## src/aed_pkg.sv

```systemverilog
// shared constants, types and codes of the adc event word decoder
package aed_pkg;

  localparam int PENDING_DEPTH = 32;
  localparam int STAMP_WIDTH   = 48;
  localparam int MAX_RESULTS   = 32;
  localparam int STORE_CAP     = (PENDING_DEPTH < MAX_RESULTS) ? PENDING_DEPTH : MAX_RESULTS;
  localparam int IDX_W         = (STORE_CAP > 1) ? $clog2(STORE_CAP) : 1;
  localparam int CNT_W         = $clog2(STORE_CAP + 1);
  localparam int ADDR_W        = IDX_W + 1;
  localparam int MEM_DEPTH     = 2 ** ADDR_W;
  localparam int QUEUE_DEPTH   = 2;
  localparam int QPTR_W        = $clog2(QUEUE_DEPTH);
  localparam int QCNT_W        = $clog2(QUEUE_DEPTH + 1);

  localparam int CFG_IDX_W  = 4;
  localparam int CFG_DATA_W = 8;
  localparam logic [CFG_IDX_W-1:0] CFG_MODULE_ID      = 4'd0;
  localparam logic [CFG_IDX_W-1:0] CFG_TIMESTAMP_MODE = 4'd1;

  localparam logic [9:0]  HIT_TAG       = 10'd16;
  localparam logic [15:0] LOW_STAMP_TAG = 16'd1152;
  localparam logic [1:0]  TOP_HEADER    = 2'b01;
  localparam logic [1:0]  TOP_EOE       = 2'b11;
  localparam logic [15:0] OVF_CHARGE    = 16'hFFFF;

  typedef logic [STAMP_WIDTH-1:0] stamp_t;

  typedef enum logic {
    CMD_SINGLE,
    CMD_DRAIN
  } cmd_kind_e;

  typedef struct packed {
    cmd_kind_e        kind;
    logic             bank;
    logic [CNT_W-1:0] cnt;
    logic [4:0]       channel;
    logic [15:0]      charge;
    stamp_t           timestamp;
    logic             stamp_ok;
  } cmd_t;

  typedef struct packed {
    logic [4:0]  channel;
    logic [15:0] charge;
  } entry_t;

  typedef struct packed {
    logic              en;
    logic [ADDR_W-1:0] addr;
    entry_t            data;
  } store_wr_t;

  typedef struct packed {
    logic en;
    logic bank;
  } drain_done_t;

  typedef enum logic [1:0] {
    BK_IDLE,
    BK_FETCH,
    BK_EMIT
  } back_state_e;

endpackage

```

## src/aed_if.sv

```systemverilog
// stream interfaces for readout words in and decoded hits out
interface aed_word_if;
  logic        valid;
  logic        ready;
  logic [31:0] data_word;
  logic        end_of_transfer;

  modport source(output valid, data_word, end_of_transfer, input ready);
  modport sink(input valid, data_word, end_of_transfer, output ready);
endinterface

interface aed_hit_if;
  logic                            valid;
  logic                            ready;
  logic [7:0]                      module_number;
  logic [4:0]                      channel;
  logic [aed_pkg::STAMP_WIDTH-1:0] timestamp;
  logic                            timestamp_valid;
  logic [15:0]                     charge;
  logic                            last;

  modport source(output valid, module_number, channel, timestamp, timestamp_valid, charge,
                 last, input ready);
  modport sink(input valid, module_number, channel, timestamp, timestamp_valid, charge,
               last, output ready);
endinterface

```

## src/aed_front.sv

```systemverilog
// front end: accepts and classifies words, keeps stamp state, fills the pending store
module aed_front (
  input  logic                 clk_i,
  input  logic                 rst_ni,
  aed_word_if.sink             word_i,
  input  logic                 mode_i,
  input  logic                 cfg_clear_i,
  input  logic                 queue_full_i,
  input  aed_pkg::drain_done_t done_i,
  output logic                 push_o,
  output aed_pkg::cmd_t        cmd_o,
  output aed_pkg::store_wr_t   wr_o
);
  import aed_pkg::*;

  stamp_t           ctr_q, ctr_d;
  logic [15:0]      low_q, low_d;
  logic             seen_q, seen_d;
  logic [CNT_W-1:0] cnt_q, cnt_d, cnt_st, drain_cnt;
  logic             bank_q, bank_d;
  logic [1:0]       busy_q, busy_d;

  logic        accept;
  logic [31:0] w;
  logic        eot;
  logic [1:0]  top;
  logic        is_hit, is_low;
  logic [4:0]  ch;
  logic [15:0] q;
  logic        drain_go, drain_any, drain_valid, clr_stamp;
  stamp_t      drain_ts;

  assign word_i.ready = !queue_full_i && !busy_q[bank_q];
  assign accept       = word_i.valid && word_i.ready;
  assign w            = word_i.data_word;
  assign eot          = word_i.end_of_transfer;
  assign top          = w[31:30];
  assign is_hit       = (w[31:22] == HIT_TAG);
  assign is_low       = (w[31:16] == LOW_STAMP_TAG);
  assign ch           = w[20:16];
  assign q            = w[14] ? OVF_CHARGE : {2'b00, w[13:0]};

  always_comb begin
    ctr_d       = ctr_q;
    low_d       = low_q;
    seen_d      = seen_q;
    cnt_d       = cnt_q;
    cnt_st      = cnt_q;
    bank_d      = bank_q;
    busy_d      = busy_q;
    push_o      = 1'b0;
    cmd_o       = '0;
    wr_o        = '0;
    drain_go    = 1'b0;
    drain_any   = 1'b0;
    drain_valid = 1'b0;
    drain_ts    = '0;
    drain_cnt   = '0;
    clr_stamp   = 1'b0;
    if (done_i.en) begin
      busy_d[done_i.bank] = 1'b0;
    end
    if (accept) begin
      if (!mode_i) begin
        if (is_hit) begin
          push_o             = 1'b1;
          cmd_o.kind         = CMD_SINGLE;
          cmd_o.channel      = ch;
          cmd_o.charge       = q;
          cmd_o.timestamp    = ctr_q;
          cmd_o.stamp_ok     = 1'b1;
        end else if (top == TOP_EOE) begin
          ctr_d = ctr_q + STAMP_WIDTH'(1);
        end
      end else begin
        priority if (top == TOP_HEADER) begin
          drain_go  = 1'b1;
          clr_stamp = 1'b1;
        end else if (is_hit) begin
          if (cnt_q < CNT_W'(STORE_CAP)) begin
            wr_o.en           = 1'b1;
            wr_o.addr         = {bank_q, cnt_q[IDX_W-1:0]};
            wr_o.data.channel = ch;
            wr_o.data.charge  = q;
            cnt_st            = cnt_q + CNT_W'(1);
          end else if (!eot) begin
            push_o        = 1'b1;
            cmd_o.kind    = CMD_SINGLE;
            cmd_o.channel = ch;
            cmd_o.charge  = q;
          end
        end else if (is_low) begin
          low_d  = w[15:0];
          seen_d = 1'b1;
        end else if (top == TOP_EOE) begin
          drain_go    = 1'b1;
          drain_valid = seen_q;
          drain_ts    = seen_q ? STAMP_WIDTH'({w[29:0], low_q}) : '0;
        end else begin
        end
      end
      if (drain_go) begin
        drain_any = 1'b1;
        drain_cnt = cnt_q;
      end else if (eot) begin
        drain_any = 1'b1;
        drain_cnt = cnt_st;
      end
      cnt_d = drain_any ? '0 : cnt_st;
      if (eot) begin
        clr_stamp = 1'b1;
      end
      if (clr_stamp) begin
        low_d  = '0;
        seen_d = 1'b0;
      end
      if (drain_any && (drain_cnt != '0)) begin
        push_o          = 1'b1;
        cmd_o.kind      = CMD_DRAIN;
        cmd_o.bank      = bank_q;
        cmd_o.cnt       = drain_cnt;
        cmd_o.timestamp = drain_ts;
        cmd_o.stamp_ok  = drain_valid;
        busy_d[bank_q]  = 1'b1;
        bank_d          = ~bank_q;
      end
    end
    if (cfg_clear_i) begin
      cnt_d  = '0;
      low_d  = '0;
      seen_d = 1'b0;
    end
  end

  always_ff @(posedge clk_i or negedge rst_ni) begin
    if (!rst_ni) begin
      ctr_q  <= '0;
      low_q  <= '0;
      seen_q <= 1'b0;
      cnt_q  <= '0;
      bank_q <= 1'b0;
      busy_q <= '0;
    end else begin
      ctr_q  <= ctr_d;
      low_q  <= low_d;
      seen_q <= seen_d;
      cnt_q  <= cnt_d;
      bank_q <= bank_d;
      busy_q <= busy_d;
    end
  end

endmodule

```

## src/aed_cmd_queue.sv

```systemverilog
// short command queue between front and back end
module aed_cmd_queue (
  input  logic          clk_i,
  input  logic          rst_ni,
  input  logic          push_i,
  input  aed_pkg::cmd_t cmd_i,
  input  logic          pop_i,
  output logic          full_o,
  output logic          head_valid_o,
  output aed_pkg::cmd_t head_o
);
  import aed_pkg::*;

  cmd_t              slots_q [QUEUE_DEPTH];
  logic [QPTR_W-1:0] wr_ptr_q, wr_ptr_d, rd_ptr_q, rd_ptr_d;
  logic [QCNT_W-1:0] count_q, count_d;
  logic              do_push, do_pop;

  assign full_o       = (count_q == QCNT_W'(QUEUE_DEPTH));
  assign head_valid_o = (count_q != '0);
  assign head_o       = slots_q[rd_ptr_q];
  assign do_push      = push_i && !full_o;
  assign do_pop       = pop_i && head_valid_o;

  always_comb begin
    wr_ptr_d = do_push ? QPTR_W'(wr_ptr_q + 1'b1) : wr_ptr_q;
    rd_ptr_d = do_pop ? QPTR_W'(rd_ptr_q + 1'b1) : rd_ptr_q;
    count_d  = count_q;
    if (do_push && !do_pop) begin
      count_d = count_q + QCNT_W'(1);
    end else if (do_pop && !do_push) begin
      count_d = count_q - QCNT_W'(1);
    end
  end

  always_ff @(posedge clk_i or negedge rst_ni) begin
    if (!rst_ni) begin
      wr_ptr_q <= '0;
      rd_ptr_q <= '0;
      count_q  <= '0;
    end else begin
      wr_ptr_q <= wr_ptr_d;
      rd_ptr_q <= rd_ptr_d;
      count_q  <= count_d;
    end
  end

  always_ff @(posedge clk_i) begin
    if (do_push) begin
      slots_q[wr_ptr_q] <= cmd_i;
    end
  end

endmodule

```

## src/aed_back.sv

```systemverilog
// back end: pending store memory, drain sequencer and output register
module aed_back (
  input  logic                 clk_i,
  input  logic                 rst_ni,
  input  logic [7:0]           module_id_i,
  input  aed_pkg::store_wr_t   wr_i,
  input  logic                 head_valid_i,
  input  aed_pkg::cmd_t        head_i,
  output logic                 pop_o,
  output aed_pkg::drain_done_t done_o,
  aed_hit_if.source            hit_o
);
  import aed_pkg::*;

  entry_t           mem [MEM_DEPTH];
  entry_t           rdata_q;
  back_state_e      state_q, state_d;
  logic [IDX_W-1:0] rd_idx_q, rd_idx_d;
  logic             out_free, is_last, load, sel_mem, load_last;

  logic        out_valid_q;
  logic [4:0]  out_ch_q;
  logic [15:0] out_q_q;
  stamp_t      out_ts_q;
  logic        out_tsv_q;
  logic        out_last_q;

  assign out_free = !out_valid_q || hit_o.ready;
  assign is_last  = ((CNT_W'(rd_idx_q) + CNT_W'(1)) == head_i.cnt);

  always_ff @(posedge clk_i) begin
    if (wr_i.en) begin
      mem[wr_i.addr] <= wr_i.data;
    end
    rdata_q <= mem[{head_i.bank, rd_idx_q}];
  end

  always_comb begin
    state_d = state_q;
    unique case (state_q)
      BK_IDLE: begin
        if (head_valid_i && (head_i.kind == CMD_DRAIN)) begin
          state_d = BK_FETCH;
        end
      end
      BK_FETCH: state_d = BK_EMIT;
      BK_EMIT: begin
        if (out_free) begin
          state_d = is_last ? BK_IDLE : BK_FETCH;
        end
      end
      default: state_d = BK_IDLE;
    endcase
  end

  always_comb begin
    pop_o     = 1'b0;
    done_o    = '0;
    load      = 1'b0;
    sel_mem   = 1'b0;
    load_last = 1'b0;
    rd_idx_d  = rd_idx_q;
    unique case (state_q)
      BK_IDLE: begin
        rd_idx_d = '0;
        if (head_valid_i && (head_i.kind == CMD_SINGLE) && out_free) begin
          load      = 1'b1;
          load_last = 1'b1;
          pop_o     = 1'b1;
        end
      end
      BK_FETCH: begin
      end
      BK_EMIT: begin
        if (out_free) begin
          load    = 1'b1;
          sel_mem = 1'b1;
          if (is_last) begin
            load_last   = 1'b1;
            pop_o       = 1'b1;
            done_o.en   = 1'b1;
            done_o.bank = head_i.bank;
            rd_idx_d    = '0;
          end else begin
            rd_idx_d = IDX_W'(rd_idx_q + 1'b1);
          end
        end
      end
      default: begin
      end
    endcase
  end

  always_ff @(posedge clk_i or negedge rst_ni) begin
    if (!rst_ni) begin
      state_q     <= BK_IDLE;
      rd_idx_q    <= '0;
      out_valid_q <= 1'b0;
    end else begin
      state_q  <= state_d;
      rd_idx_q <= rd_idx_d;
      if (load) begin
        out_valid_q <= 1'b1;
      end else if (hit_o.ready) begin
        out_valid_q <= 1'b0;
      end
    end
  end

  always_ff @(posedge clk_i) begin
    if (load) begin
      out_ch_q   <= sel_mem ? rdata_q.channel : head_i.channel;
      out_q_q    <= sel_mem ? rdata_q.charge : head_i.charge;
      out_ts_q   <= head_i.stamp_ok ? head_i.timestamp : '0;
      out_tsv_q  <= head_i.stamp_ok;
      out_last_q <= load_last;
    end
  end

  assign hit_o.valid           = out_valid_q;
  assign hit_o.module_number   = module_id_i;
  assign hit_o.channel         = out_ch_q;
  assign hit_o.timestamp       = out_ts_q;
  assign hit_o.timestamp_valid = out_tsv_q;
  assign hit_o.charge          = out_q_q;
  assign hit_o.last            = out_last_q;

endmodule

```

## src/adc_event_word_decoder.sv

```systemverilog
// top level of the adc event word decoder: config registers, front, queue and back end
//
// word_i carries 32-bit readout words with an end_of_transfer flag; hit_o carries decoded
// hits (module number, channel, 48-bit stamp with valid flag, charge, last of run).
// Both are valid/ready channels; a transfer happens on a clock edge with both high.
// Config writes (cfg_we_i, cfg_idx_i, cfg_data_i) go in while the block is idle:
// index 0 module id, index 1 stamping mode (0 event counter, 1 extended stamp).
// Writing the mode empties the pending store and the low stamp.
// A counter-mode hit passes through the command queue and the output register to hit_o.
// A drain of pending hits (end of event, header, end of transfer) is read out of a two-bank
// store memory one hit at a time, each in a fetch and an emit state for the registered read port.
// Words are taken one per cycle while the two-entry command queue has room and the
// store bank being filled is not still being drained.
// hit_o is a registered output: a stalled receiver holds the hit, the back end waits,
// and the front keeps taking words until the queue fills.
// Reset clears all control state, the event counter, the low stamp and the config
// registers; the store memory needs no clearing.
module adc_event_word_decoder (
  input  logic                            clk_i,
  input  logic                            rst_ni,
  input  logic                            cfg_we_i,
  input  logic [aed_pkg::CFG_IDX_W-1:0]   cfg_idx_i,
  input  logic [aed_pkg::CFG_DATA_W-1:0]  cfg_data_i,
  aed_word_if.sink                        word_i,
  aed_hit_if.source                       hit_o
);
  import aed_pkg::*;

  logic [7:0]  module_id_q;
  logic        mode_q;
  logic        cfg_clear;
  logic        push, pop, full, head_valid;
  cmd_t        cmd, head;
  store_wr_t   wr;
  drain_done_t done;

  assign cfg_clear = cfg_we_i && (cfg_idx_i == CFG_TIMESTAMP_MODE);

  always_ff @(posedge clk_i or negedge rst_ni) begin
    if (!rst_ni) begin
      module_id_q <= '0;
      mode_q      <= 1'b0;
    end else if (cfg_we_i) begin
      if (cfg_idx_i == CFG_MODULE_ID) begin
        module_id_q <= cfg_data_i[7:0];
      end
      if (cfg_idx_i == CFG_TIMESTAMP_MODE) begin
        mode_q <= cfg_data_i[0];
      end
    end
  end

  aed_front u_front (
    .clk_i        (clk_i),
    .rst_ni       (rst_ni),
    .word_i       (word_i),
    .mode_i       (mode_q),
    .cfg_clear_i  (cfg_clear),
    .queue_full_i (full),
    .done_i       (done),
    .push_o       (push),
    .cmd_o        (cmd),
    .wr_o         (wr)
  );

  aed_cmd_queue u_queue (
    .clk_i        (clk_i),
    .rst_ni       (rst_ni),
    .push_i       (push),
    .cmd_i        (cmd),
    .pop_i        (pop),
    .full_o       (full),
    .head_valid_o (head_valid),
    .head_o       (head)
  );

  aed_back u_back (
    .clk_i        (clk_i),
    .rst_ni       (rst_ni),
    .module_id_i  (module_id_q),
    .wr_i         (wr),
    .head_valid_i (head_valid),
    .head_i       (head),
    .pop_o        (pop),
    .done_o       (done),
    .hit_o        (hit_o)
  );

  a_no_push_when_full: assert property (@(posedge clk_i) disable iff (!rst_ni)
    push |-> !full)
    else $error("command pushed into full queue");

  a_no_write_to_draining_bank: assert property (@(posedge clk_i) disable iff (!rst_ni)
    (wr.en && head_valid && (head.kind == CMD_DRAIN)) |-> (wr.addr[ADDR_W-1] != head.bank))
    else $error("store write into bank under drain");

  a_done_pops_drain: assert property (@(posedge clk_i) disable iff (!rst_ni)
    done.en |-> (pop && head_valid && (head.kind == CMD_DRAIN)))
    else $error("drain finished without its command at the head");

endmodule

```

## src/flat_wrapper.sv

```systemverilog
// flat-port wrapper written by rule: the top's interface ports become plain ports
module adc_event_word_decoder_flat import aed_pkg::*;
  (clk_i, rst_ni, cfg_we_i, cfg_idx_i, cfg_data_i, word_i_valid, word_i_data_word, word_i_end_of_transfer, word_i_ready, hit_o_valid, hit_o_module_number, hit_o_channel, hit_o_timestamp, hit_o_timestamp_valid, hit_o_charge, hit_o_last, hit_o_ready);
  aed_word_if word_i_i ();
  aed_hit_if hit_o_i ();
  input  logic clk_i;
  input  logic rst_ni;
  input  logic cfg_we_i;
  input  logic [aed_pkg::CFG_IDX_W-1:0] cfg_idx_i;
  input  logic [aed_pkg::CFG_DATA_W-1:0] cfg_data_i;
  input wire logic [$bits(word_i_i.valid)-1:0] word_i_valid;
  input wire logic [$bits(word_i_i.data_word)-1:0] word_i_data_word;
  input wire logic [$bits(word_i_i.end_of_transfer)-1:0] word_i_end_of_transfer;
  output wire logic [$bits(word_i_i.ready)-1:0] word_i_ready;
  output wire logic [$bits(hit_o_i.valid)-1:0] hit_o_valid;
  output wire logic [$bits(hit_o_i.module_number)-1:0] hit_o_module_number;
  output wire logic [$bits(hit_o_i.channel)-1:0] hit_o_channel;
  output wire logic [$bits(hit_o_i.timestamp)-1:0] hit_o_timestamp;
  output wire logic [$bits(hit_o_i.timestamp_valid)-1:0] hit_o_timestamp_valid;
  output wire logic [$bits(hit_o_i.charge)-1:0] hit_o_charge;
  output wire logic [$bits(hit_o_i.last)-1:0] hit_o_last;
  input wire logic [$bits(hit_o_i.ready)-1:0] hit_o_ready;
  assign word_i_i.valid = word_i_valid;
  assign word_i_i.data_word = word_i_data_word;
  assign word_i_i.end_of_transfer = word_i_end_of_transfer;
  assign word_i_ready = word_i_i.ready;
  assign hit_o_valid = hit_o_i.valid;
  assign hit_o_module_number = hit_o_i.module_number;
  assign hit_o_channel = hit_o_i.channel;
  assign hit_o_timestamp = hit_o_i.timestamp;
  assign hit_o_timestamp_valid = hit_o_i.timestamp_valid;
  assign hit_o_charge = hit_o_i.charge;
  assign hit_o_last = hit_o_i.last;
  assign hit_o_i.ready = hit_o_ready;
  adc_event_word_decoder u_core (.clk_i(clk_i), .rst_ni(rst_ni), .cfg_we_i(cfg_we_i), .cfg_idx_i(cfg_idx_i), .cfg_data_i(cfg_data_i), .word_i(word_i_i), .hit_o(hit_o_i));
endmodule
```

## config.mk

```make
export PLATFORM = sky130hd
export DESIGN_NAME = adc_event_word_decoder_flat
export DESIGN_NICKNAME = d
export VERILOG_FILES = /design/src/aed_pkg.sv /design/src/aed_if.sv /design/src/aed_front.sv /design/src/aed_cmd_queue.sv /design/src/aed_back.sv /design/src/adc_event_word_decoder.sv /design/src/flat_wrapper.sv
export SDC_FILE = /design/constraint.sdc
export NUM_CORES = 2
export LEC_CHECK = 0
export BUFFER_PORTS_ARGS = -buffer_cell sky130_fd_sc_hd__buf_2
export CAP_MARGIN = 0
export CORE_ASPECT_RATIO = 1.1
export CORE_UTILIZATION = 35
export DETAILED_ROUTE_END_ITERATION = 8
export HOLD_SLACK_MARGIN = 0.15
export PLACE_DENSITY_LB_ADDON = 0.15
export REMOVE_ABC_BUFFERS = 1
export SKIP_CTS_REPAIR_TIMING = 1
export SYNTH_ARGS = -nofsm -noshare
export SYNTH_HDL_FRONTEND = slang
export SYNTH_SLANG_ARGS = --single-unit
export TNS_END_PERCENT = 10
```

## constraint.sdc

```tcl
create_clock -name clk_i -period 8.43 [get_ports clk_i]
set_input_delay 2.1075 -clock clk_i [delete_from_list [all_inputs] [get_ports clk_i]]
set_output_delay 2.1075 -clock clk_i [all_outputs]
set_load 0.01 [all_outputs]
```

# Word-level counts from Yosys, hierarchy flattened
# Memory sizes are Yosys's and may differ from the RTL's. A register that Yosys moved wholly into a read port is not among the register bits.
# Index checks and enable logic that the tools add are counted.
[classes]
addsub = 8
n_lt_le_gt_ge = 5
n_eq_ne = 13
n_mux = 108
n_bitwise = 7
reduce_logical = 36
[op_table]
columns = ["cell", "n"]
rows = [
  ["2-to-1 mux 46 bit", 6],
  ["2-to-1 mux 16 bit", 9],
  ["2-to-1 mux 28 bit", 5],
  ["2-to-1 mux 21 bit", 5],
  ["2-to-1 mux 49 bit", 2],
  ["2-to-1 mux 78 bit", 1],
  ["2-to-1 mux 70 bit", 1],
  ["2-to-1 mux 6 bit", 10],
  ["2-to-1 mux 1 bit", 49],
  ["adder 48 x 1 -> 48 bit, second input constant", 1],
  ["2-to-1 mux 2 bit", 10],
  ["== test 16 x 11 -> 1 bit, second input constant", 1],
  ["2-to-1 mux 5 bit", 3],
  ["logical AND 1 bit", 13],
  ["== test 10 x 5 -> 1 bit, second input constant", 1],
  ["case mux 5 bit (2 select lines)", 1],
  ["AND reduction 2 bit", 5],
  ["nonzero test 2 bit", 5],
  ["2-to-1 mux 8 bit", 1],
  ["adder 5 x 1 -> 6 bit, second input constant", 1],
  ["adder 6 x 1 -> 6 bit, second input constant", 1],
  ["== test 2 bit, second input constant", 3],
  ["== test 6 bit", 1],
  ["< comparator 6 bit, second input constant", 1],
  ["25 further kinds", 41],
]
[totals]
regBits = 166
mem_bits_rw = 1500
input_bits = 50
output_inout_bits = 81
wordCells = 198
n_memories = 2
[memory_table]
columns = ["memory", "depth", "width", "rd", "rd_clocked_by_memory_dff", "write_ports", "line_no", "text"]
rows = [
  ["u_core.u_back.mem", 64, 21, 1, 1, 1, "aed_back.sv:15", "entry_t mem [MEM_DEPTH];"],
  ["u_core.u_queue.slots_q", 2, 78, 1, 0, 1, "aed_cmd_queue.sv:14", "cmd_t slots_q [QUEUE_DEPTH];"],
]

# Depth between registers and ports, before layout
[logic_depth]
ltp_word = 18
depth_mapped = 12
mapped_depth_nobuf = 11

# By module
# Synthesis repeated with hierarchy kept, for this count alone.
[hier_totals]
hier_cells = 3338
hier_area_um2 = 66177.2
[modules_own_cells]
columns = ["mod", "instances", "cells_each", "area_per_inst_um2", "seq_area_each_um2"]
rows = [
  ["aed_back", 1, 2540, 55276.8, 43111.3],
  ["aed_cmd_queue", 1, 262, 5861.9, 4784.6],
  ["aed_front", 1, 514, 4672.0, 1851.8],
  ["adc_event_word_decoder", 1, 22, 366.6, 225.2],
]

# Least setup slack after synthesis
# OpenSTA, ideal clock, no wires.
[synth_timing]
path_type = "input-to-reg"
startpoint = "input port word_i_data_word[27]"
endpoint = "memory u_core.u_queue.slots_q[0][0] (netlist name) (enable)"
t_arrival_ps = 7349
required_ps = 7892
slack_ps = 543
path_stages = 6
path_buffers = 0
path_cell_list = "nor4b_4 and4_4 mux2_1 and4bb_4 a21o_1 a21oi_1"
[synth_between]
elab_chain_len = 15
word_cells_on_any_way = 26
cone_classes = "eq/ne (2); mux (21); reduce/logical (3)"
[synth_lines]
columns = ["element", "line_no", "text"]
rows = [
  ["start: declaration", "flat_wrapper.sv:12", "input wire logic [$bits(word_i_i.data_word)-1:0] word_i_data_word;"],
  ["== test 16 x 11 -> 1 bit", "aed_front.sv:39", "assign is_low = (w[31:16] == LOW_STAMP_TAG);"],
  ["2-to-1 mux 1 bit", "aed_front.sv:92", "end else if (is_low) begin"],
  ["2-to-1 mux 1 bit", "aed_front.sv:79", "end else if (is_hit) begin"],
  ["2-to-1 mux 1 bit", "aed_front.sv:76", "priority if (top == TOP_HEADER) begin"],
  ["2-to-1 mux 1 bit", "aed_front.sv:64", "if (!mode_i) begin"],
  ["2-to-1 mux 1 bit", "aed_front.sv:63", "if (accept) begin"],
  ["2-to-1 mux 6 bit", "aed_front.sv:102", "if (drain_go) begin"],
  ["2-to-1 mux 6 bit", "aed_front.sv:63", ""],
  ["nonzero test 6 bit", "aed_front.sv:117", "if (drain_any && (drain_cnt != '0)) begin"],
  ["logical AND 1 bit", "aed_front.sv:117", ""],
  ["2-to-1 mux 1 bit *", "aed_front.sv:117", ""],
  ["2-to-1 mux 1 bit *", "aed_front.sv:63", ""],
  ["logical AND 1 bit *", "aed_cmd_queue.sv:22", "assign do_push = push_i && !full_o;"],
  ["2-to-1 mux 1 bit *", "aed_cmd_queue.sv:49", "if (do_push) begin"],
  ["2-to-1 mux 1 bit (not written as such) *", "aed_cmd_queue.sv:50", "slots_q[wr_ptr_q] <= cmd_i;"],
  ["end: declaration", "aed_cmd_queue.sv:14", ""],
]
# Mark *: on every way between the ends. The rest lies on a longest branch, timed or not. The select of a mux whose other input is x is not followed.

# Worst setup path after layout
[layout_timing]
startpoint = "input port word_i_data_word[27]"
endpoint = "memory u_core.u_back.mem[11][7] (netlist name) (enable)"
[layout_between]
elab_chain_len = 7
[layout_lines]
columns = ["element", "line_no", "text"]
rows = [
  ["== test 10 x 5 -> 1 bit *", "aed_front.sv:38", "assign is_hit = (w[31:22] == HIT_TAG);"],
  ["2-to-1 mux 28 bit *", "aed_front.sv:79", ""],
  ["2-to-1 mux 28 bit *", "aed_front.sv:76", ""],
  ["2-to-1 mux 28 bit *", "aed_front.sv:64", ""],
  ["2-to-1 mux 28 bit *", "aed_front.sv:63", ""],
  ["2-to-1 mux 1 bit", "aed_back.sv:32", "if (wr_i.en) begin"],
  ["2-to-1 mux 1 bit (not written as such)", "aed_back.sv:33", "mem[wr_i.addr] <= wr_i.data;"],
  ["end: declaration", "aed_back.sv:15", ""],
]
# Mark *: on every way between the ends. The rest lies on a longest branch, timed or not.

==> flow_summary.yaml <==
status:
  status: "complete, no violations"
global_route:
  grt_pass1_vias: 33400
  grt_max_degree: 121
  grt_use_met2_pct: 33.4
  antenna_found_initial: 4
  grtUsageMet1_pct: 26.6
  grt_pass1_wl_um: 258000
  grt.total_usage_pct: 19.8
  overflow: 0
  met3_usage_pct: 2.93
  grt_busiest_layer: "met2"
final_layout:
  seq_area_um2: 48000
  stdcell_area_um2: 73300
  final_net_count: 3817
  stdcell_count: 6302
  n_fill_cell: 16200
  area_growth_pct: 15.1
  multi_input_area_um2: 15200
  drive_above_1_share_pct: 19.7
yosys:
  synth-edff-count: 1504
  synth_area_um2: 63700
  synth_seq_cells: 1619
  synth_area_per_cell_um2: 18.0
  synthCells: 3548
  yosys_warnings: 0
  synth_cell_type_count: 68
  synth_seq_area_share_pct: 75.2
  ys.flop_type: "edfxtp_1"
  async_reset_ff_share_pct: 5.87
setup_path:
  r2r_setup_slack_ns: 3.98
  worstSetupPathType: "in -> reg"
  worst_setup_path_end_kind: "flip-flop"
  crit_path_max_fanout: 20
  r2r-end: "u_core.u_back.rdata_q[0]"
  start_kind: "primary input"
  required_ns: 8.85
  r2r_cells: 7
  crit_arrival_ns: 5.72
  rr_startpoint: "u_core.u_back.rd_idx_q[1]"
timing:
  fmax_mhz: 189
  worst_pin_slew_ns: 1.37
  hold_ws_ns: 0.462
  clock_skew_ns: 0.0332
  drv_slew: 0
  finalSetupViolations: 0
  post-route-min-period_ns: 5.30
  period_share_pct: 62.8
  maxSlewHeadroom_pct: 8.48
  hold_viol: 0
  rsz0062_at_grt: "no"
floorplan:
  rows: 163
  core_area_um2: 180000
  boundaryPins: 131
  die_w_um: 409
  start_util_pct: 35.4
  dieArea_um2: 184000
  dieHeight_um: 450
drt:
  drtAntennaViolNets: 0
  wl_per_cell_um: 29.2
  routed_wl_um: 184000
  drcViolationCount: 0
  num_vias: 33500
  via_per_inst: 5.32
  drt_iter0_markers: 2920
  firstDrtPassIters: 5
min_path:
  min_from: "u_core.u_front.ctr_q[47]"
  min_delay_path_depth: 1
  hold_path_class: "reg -> reg"
  hold_end: "u_core.u_front.ctr_q[47]"
clock_network:
  numClockSinks: 1619
  htreeDepth: 4
  clk_pin_slew_ns: 0.06
  ctsLongestPathBuffers: 3
  numCtsBuffers: 173
  cts_tree: "yes"
  root_buffer: "clkbuf_16"
  clkLatencyLatePin_ns: 0.83
power_and_ir_drop:
  leakage_nw: 21.0
  power_density_nw_per_um2: 256
  vdd.ir_drop.worst_v: 0.000224
flow_run:
  drv_cap: 0
place:
  dp_hpwl_um: 113000
  place_area_um2: 67900
  dp.cells: 5979
  gp_congestion: 0.841
  port_buffers: 130
-- Yosys cell counts, types with 3 or more instances --
cell type | instances | area, um^2
clkbuf_1 | 132 | 495
xnor2_1 | 41 | 359
a32o_1 | 21 | 210
edfxtp_1 | 1504 | 45200
nand4b_1 | 6 | 52.6
xor2_1 | 16 | 140
dfrtp_1 | 95 | 2380
nand2b_1 | 3 | 18.8
nand2_1 | 156 | 586
o31ai_1 | 4 | 30.0
and4_1 | 10 | 87.6
mux2i_1 | 461 | 4610
or3_1 | 5 | 31.3
dfxtp_1 | 20 | 400
nor2b_1 | 6 | 37.5
or2_2 | 3 | 18.8
inv_1 | 22 | 82.6
buf_2 | 41 | 205
mux2_2 | 11 | 124
buf_4 | 4 | 30.0
a21oi_1 | 29 | 145
and3_1 | 27 | 169
a21o_1 | 4 | 30.0
nand4_1 | 16 | 100
and2_1 | 6 | 37.5
o22ai_1 | 20 | 125
ha_1 | 5 | 62.6
buf_1 | 27 | 101
nand3_1 | 150 | 751
o221ai_1 | 220 | 1930
mux4_2 | 160 | 3600
nand3b_1 | 4 | 30.0
nor3_1 | 9 | 45.0
o21ai_0 | 57 | 285
nor2_1 | 210 | 788
-- area by class of cell --
| type | count | share of cell area, % |
|---|---|---|
| inverters | 23 | 0.119 |
| repair buffers | 246 | 2.21 |
| multi-input cells | 1699 | 20.7 |
| clock inverters | 87 | 0.945 |
| clock buffers | 234 | 6.51 |
| diodes | 2 | 0.00682 |
| flip-flops and latches | 1619 | 65.4 |
| well taps | 2392 | 4.08 |
-- kinds of logic after synthesis --
family	count (synthesis)	share of synthesized area, %
AO/OA/AOI/OAI	371	4.53
XOR/XNOR	59	0.854
AND/OR/NAND/NOR	629	4.63
flip-flops	1619	75.2
adder cells (fa/ha/maj)	5	0.0982
multiplexers	635	13.1
buffers and inverters	230	1.51
-- power breakdown --
part / total (mW) / switching (mW) / internal (mW)
registers: 9.15 / 0.175 / 8.98
logic: 2.22 / 1.39 / 0.833
clock network: 7.38 / 3.18 / 4.20
-- layout by cell type, fill, tap and decap left out, types with 21 or more instances in the layout --
master        n
mux4_2      160
nor2_2       64
clkbuf_1     47
nor2_1      131
clkinv_2     30
dfrtp_1      89
o21ai_0      56
inv_1        22
o221ai_1    220
clkinv_1     37
nand3_1     150
clkbuf_16   180
a32o_1       21
a21oi_1      28
edfxtp_1   1504
mux2i_1     459
and3_1       21
xnor2_1      41
nand2_1     152
buf_2       129
buf_4       109
-- registers in the layout, summed over array words and instances (netlist names), 2 cells and up --
| signal | cells |
|---|---|
| u_core.u_back.hit_o.charge | 15 |
| u_core.u_queue.slots_q | 154 |
| u_core.u_back.mem | 1280 |
| u_core.u_front.low_q | 16 |
| u_core.u_back.state_q | 2 |
| u_core.u_back.rdata_q | 20 |
| u_core.u_back.hit_o.channel | 5 |
| u_core.u_front.cnt_q | 6 |
| u_core.u_front.ctr_q | 48 |
| u_core.u_back.rd_idx_q | 5 |
| u_core.module_id_q | 8 |
| u_core.u_queue.count_q | 2 |
| u_core.u_back.hit_o.timestamp | 48 |
| u_core.u_front.busy_q | 2 |
-- per-stage QoR --
stage	utilization, %	power (mW)	setup TNS (ns)	worst slack, ns
after global placement	37.7	11.6	0	2.35
final	40.7	18.8	0	3.13
after detailed placement	37.7	11.6	0	2.24
after CTS	40.7	19.0	0	3.17
after floorplan	-	11.5	-313.53	-10.71
after global routing	40.7	19.4	0	3.01
-- layer usage --
metal  up-vias  wire [um]
met3       222       7490
met1     17800      79600
met2       720      92500
met4         0       4190
met5         -          0
li1      14800          -
-- critical path: stages --
cell and delay, ns:
buf_2 0.12, nor4b_4 0.56, and4_1 0.49, nand2_2 0.08, buf_4 0.31, nor2_1 0.27
nand3b_1 0.63, nor2_2 1.09
-- worst max-delay path by stage --
stage / start / end / slack [ns] / cells after the start
after floorplan: u_core.u_back.rd_idx_q[0] / u_core.u_back.rd_idx_q[0] / -10.71 / 6
after global placement: word_i_data_word[27] / u_core.u_back.mem[11][0] / 2.35 / 8
after detailed placement: word_i_data_word[27] / u_core.u_back.mem[11][0] / 2.24 / 8
final: word_i_data_word[27] / u_core.u_back.mem[11][7] / 3.13 / 8
after CTS: word_i_data_word[27] / u_core.u_back.mem[11][16] / 3.17 / 8
after global routing: word_i_data_word[27] / u_core.u_back.mem[16][12] / 3.01 / 6
No activity file was read; power rests on OpenSTA's default activity.
